**config.mk**
```make
export PLATFORM = sky130hd
export DESIGN_NAME = gmps_nbr_unit
export DESIGN_NICKNAME = d
export VERILOG_FILES = /design/src/design/gmps_pkg.sv /design/src/design/gmps_nbr_unit.sv
export SDC_FILE = /design/constraint.sdc
export NUM_CORES = 1
export LEC_CHECK = 0
export BUFFER_PORTS_ARGS = -buffer_cell sky130_fd_sc_hd__buf_2
export CORE_MARGIN = 2
export CORE_UTILIZATION = 35
export DETAILED_ROUTE_END_ITERATION = 10
export SLEW_MARGIN = 20
export SYNTH_ARGS = -nofsm -noshare
export SYNTH_HDL_FRONTEND = slang
export SYNTH_SLANG_ARGS = --single-unit
```
**constraint.sdc**
```tcl
create_clock -name vclk -period 4.6
set_input_delay 0.69 -clock vclk [all_inputs]
set_output_delay 0.69 -clock vclk [all_outputs]
set_load 0.1 [all_outputs]
```
**src/design/gmps_pkg.sv**
```systemverilog
package gmps_pkg;

   // Store dimensions.
   localparam int MAX_ROWS = 64;
   localparam int MAX_COLS = 64;
   localparam int CELLS    = MAX_ROWS * MAX_COLS;

   localparam int ROW_W = $clog2(MAX_ROWS);
   localparam int COL_W = $clog2(MAX_COLS);
   localparam int IDX_W = $clog2(CELLS);
   localparam int SP_W  = $clog2(CELLS + 1);

   // Width used for every grid-limit comparison; holds any MAX_ROWS/MAX_COLS up to 256.
   localparam int LIM_W = 9;

   // Field widths of the interfaces.
   localparam int CFG_DIM_W  = 7;
   localparam int CFG_POS_W  = 6;
   localparam int CELL_POS_W = 6;
   localparam int CSR_ADDR_W = 5;
   localparam int CSR_DATA_W = 32;
   localparam int REQ_DATA_W = 16;
   localparam int RSP_DATA_W = 8;

   // Register reset values.
   localparam logic [CFG_DIM_W-1:0] NUM_ROWS_RESET = 7'd10;
   localparam logic [CFG_DIM_W-1:0] NUM_COLS_RESET = 7'd10;

   typedef enum logic [2:0] {
      REG_NUM_ROWS  = 3'd0,
      REG_NUM_COLS  = 3'd1,
      REG_START_ROW = 3'd2,
      REG_START_COL = 3'd3,
      REG_GOAL_ROW  = 3'd4,
      REG_GOAL_COL  = 3'd5
   } reg_index_type;

   typedef enum logic [1:0] {
      DIR_SOUTH = 2'd0,
      DIR_WEST  = 2'd1,
      DIR_NORTH = 2'd2,
      DIR_EAST  = 2'd3
   } dir_type;

   typedef enum logic [2:0] {
      ST_IDLE,
      ST_CLEAR,
      ST_PUSH_START,
      ST_POP,
      ST_CURRENT,
      ST_NBR_READ,
      ST_NBR_CHECK,
      ST_FINISH
   } state_type;

   typedef struct packed {
      logic [ROW_W-1:0] row;
      logic [COL_W-1:0] col;
   } cell_type;

   typedef struct packed {
      cell_type pos;
      logic     in_grid;
   } nbr_type;

   // Linear store address of a cell.
   function automatic logic [IDX_W-1:0] cell_addr(input cell_type c);
      cell_addr = IDX_W'(IDX_W'(c.row) * IDX_W'(MAX_COLS) + IDX_W'(c.col));
   endfunction

endpackage

```
**src/design/gmps_nbr_unit.sv**
```systemverilog
module gmps_nbr_unit (
   input  gmps_pkg::cell_type              cur,
   input  gmps_pkg::dir_type               dir,
   input  logic [gmps_pkg::LIM_W-1:0]      rows_lim,
   input  logic [gmps_pkg::LIM_W-1:0]      cols_lim,
   output gmps_pkg::nbr_type               nbr
);
   import gmps_pkg::*;

   // One shared step/bounds unit: the current cell moved one place in the chosen direction.
   always_comb begin
      nbr.pos     = cur;
      nbr.in_grid = 1'b0;
      unique case (dir)
         DIR_SOUTH: begin
            nbr.pos.row = cur.row + ROW_W'(1);
            nbr.in_grid = (LIM_W'(cur.row) + LIM_W'(1)) < rows_lim;
         end
         DIR_WEST: begin
            nbr.pos.col = cur.col - COL_W'(1);
            nbr.in_grid = cur.col != '0;
         end
         DIR_NORTH: begin
            nbr.pos.row = cur.row - ROW_W'(1);
            nbr.in_grid = cur.row != '0;
         end
         DIR_EAST: begin
            nbr.pos.col = cur.col + COL_W'(1);
            nbr.in_grid = (LIM_W'(cur.col) + LIM_W'(1)) < cols_lim;
         end
         default: begin
            nbr.in_grid = 1'b0;
         end
      endcase
   end

endmodule

```
==> results.toml <==
[outcome]
outcome = "completed"

[place]
place.gp.congestion = 0.789
postPlaceCellArea_mm2 = 0.00133
portBuffers = 45
dp_hpwl_um = 2340
post-place-ws_ps = 741

[cells_and_area]
stdcell_area_mm2 = 0.00133
fillers = 318
drive_above_1_share_pct = 25.8
n_clock_buffer = 0
seq_cell_count = 0
nets = 250
area_growth_pct = 23.5
regArea_um2 = 0
num_antenna_cells = 0
multi_input_area_um2 = 983

[routing]
ant_nets = 0
via_count = 1185
drt-pass1-iter-count = 4
routed_wirelength_um = 2740
drtIter0Drc = 31
via_per_inst = 5.31
drc_errors = 0
wire_per_inst_um = 12.3

[hold_path]
hold_path.startpoint = "cur[11]"
min_to = "nbr[12]"
hold_depth = 3
hold_path_class = "in -> out"

[global_route]
antenna_found_initial = 0
grt_max_degree = 31
overflow = 0
grt_pass1_wl_um = 4660
gr-usage-all-layers_pct = 16.3
grt_pass1_vias = 1106

[sta]
maxSlewHeadroom_pct = 67.5
slew_viol_final = 0
worst_slew_pin_slew_ps = 487
max_freq_ghz = 0.259
rsz0062_at_grt = "false"
fin_hold_ws_ps = 1880
finalCritPeriodShare_pct = 84.0
setup_viol = 0
finalCriticalPeriod_ps = 3860
setup_tns_ps = 0
hold_viol = 0
layout_setup_ws_ps = 735

[synthesis]
yosysSeqAreaShare_pct = 0
synth.most_common_cell = "ha_1"
syn_avg_cell_area_um2 = 7.22
synth_top_cell_area_share_pct = 27.9
synth_fp_nets = 207
synth_cells = 149
yosysTopAreaCell = "ha_1"
yosys_warnings = 0
synth_area_mm2 = 0.00108
netlist_top_cells_count = "ha_1, inv_1, nand2_1, o21ai_0"
ys_types = 43
yosys-top-cells-area = "ha_1, inv_1, xnor2_1"

[setup_path]
crit_arrival_ps = 3170
cp_max_fo = 30
cp.required_ps = 3910
crit_type = "in -> out"
cp-start-kind = "input port"
end_kind = "output port"

[power_and_ir_drop]
leakage_uw = 0.000693
ir_worst_vdd_mv = 0.0914
p_total_uw = 242
power.density_mw_per_mm2 = 182

[floorplan]
placeableCoreArea_mm2 = 0.00298
start_util_pct = 36.1
die_w_um = 59.4
io_pins = 45
fp.dieArea_mm2 = 0.00353
die_h_um = 59.4
rows = 20

[run]
drv_cap = 0

[cts]
postCtsHoldBufs = 0
post_cts_resized = 0
cts_setup_buffers = 0
## worst max-delay path: stages
cell       delay, ps
buf_2            400
nand2b_1         260
inv_1            130
ha_1             370
o21a_1           150
a2111oi_1         70
or4b_1           530
xor2_1           130
buf_2            430
## per-layer routing
layer  global-route usage, %  wire length [um]
met1                    20.9              1220
met2                    31.9              1430
met3                       0                92
met4                       0                 0
met5                       0                 0
## area by class of cell
type	instances	share of cell area (%)
multi-input combinational	124	74.0
tap	33	3.11
inverter	21	5.93
timing repair buffer	45	16.9
## layout by cell type (no fill, tap or decap), drive strengths merged, types with 2 or more instances in the layout
cell	instances
a2111oi	2
a211oi	5
a21o	3
a21oi	6
and3	2
buf	45
fa	2
ha	24
inv	21
nand2	11
nand3	9
nor2	4
nor3b	2
nor4	2
nor4b	3
o21a	2
o21ai	12
xnor2	9
xor2	7
## cell families after synthesis
kind of cell    Yosys count  share of synthesized area (%)
compound gates           40                           24.3
xor+xnor                 16                           13.0
fa+ha+maj                26                           31.6
buf+inv                  25                           9.07
mux                       1                           1.05
simple gates             41                           20.9
## how the worst max path moves through the flow
stage / slack [ps] / startpoint / to / depth (start not counted)
final: 740 / dir[0] / nbr[12] / 9
after global routing: 530 / dir[0] / nbr[12] / 9
after CTS: 740 / dir[0] / nbr[12] / 9
after detailed placement: 740 / dir[0] / nbr[12] / 9
after global placement: 830 / dir[0] / nbr[12] / 9
after floorplan: 160 / dir[0] / nbr[10] / 7
## where the power goes
group          internal, uW  switching, uW  leakage (uW)
Sequential                0              0             0
Combinational          64.6            177      0.000693
Clock                     0              0             0
## stage by stage
| step | utilization (%) | cells |
|---|---|---|
| floorplan | - | 149 |
| global placement | 44.6 | 223 |
| detailed placement | 44.6 | 223 |
| CTS | 44.6 | 223 |
| global route | 44.6 | 223 |
| finish | 44.6 | 223 |
Note: power is estimated with default switching activity, not from simulation.
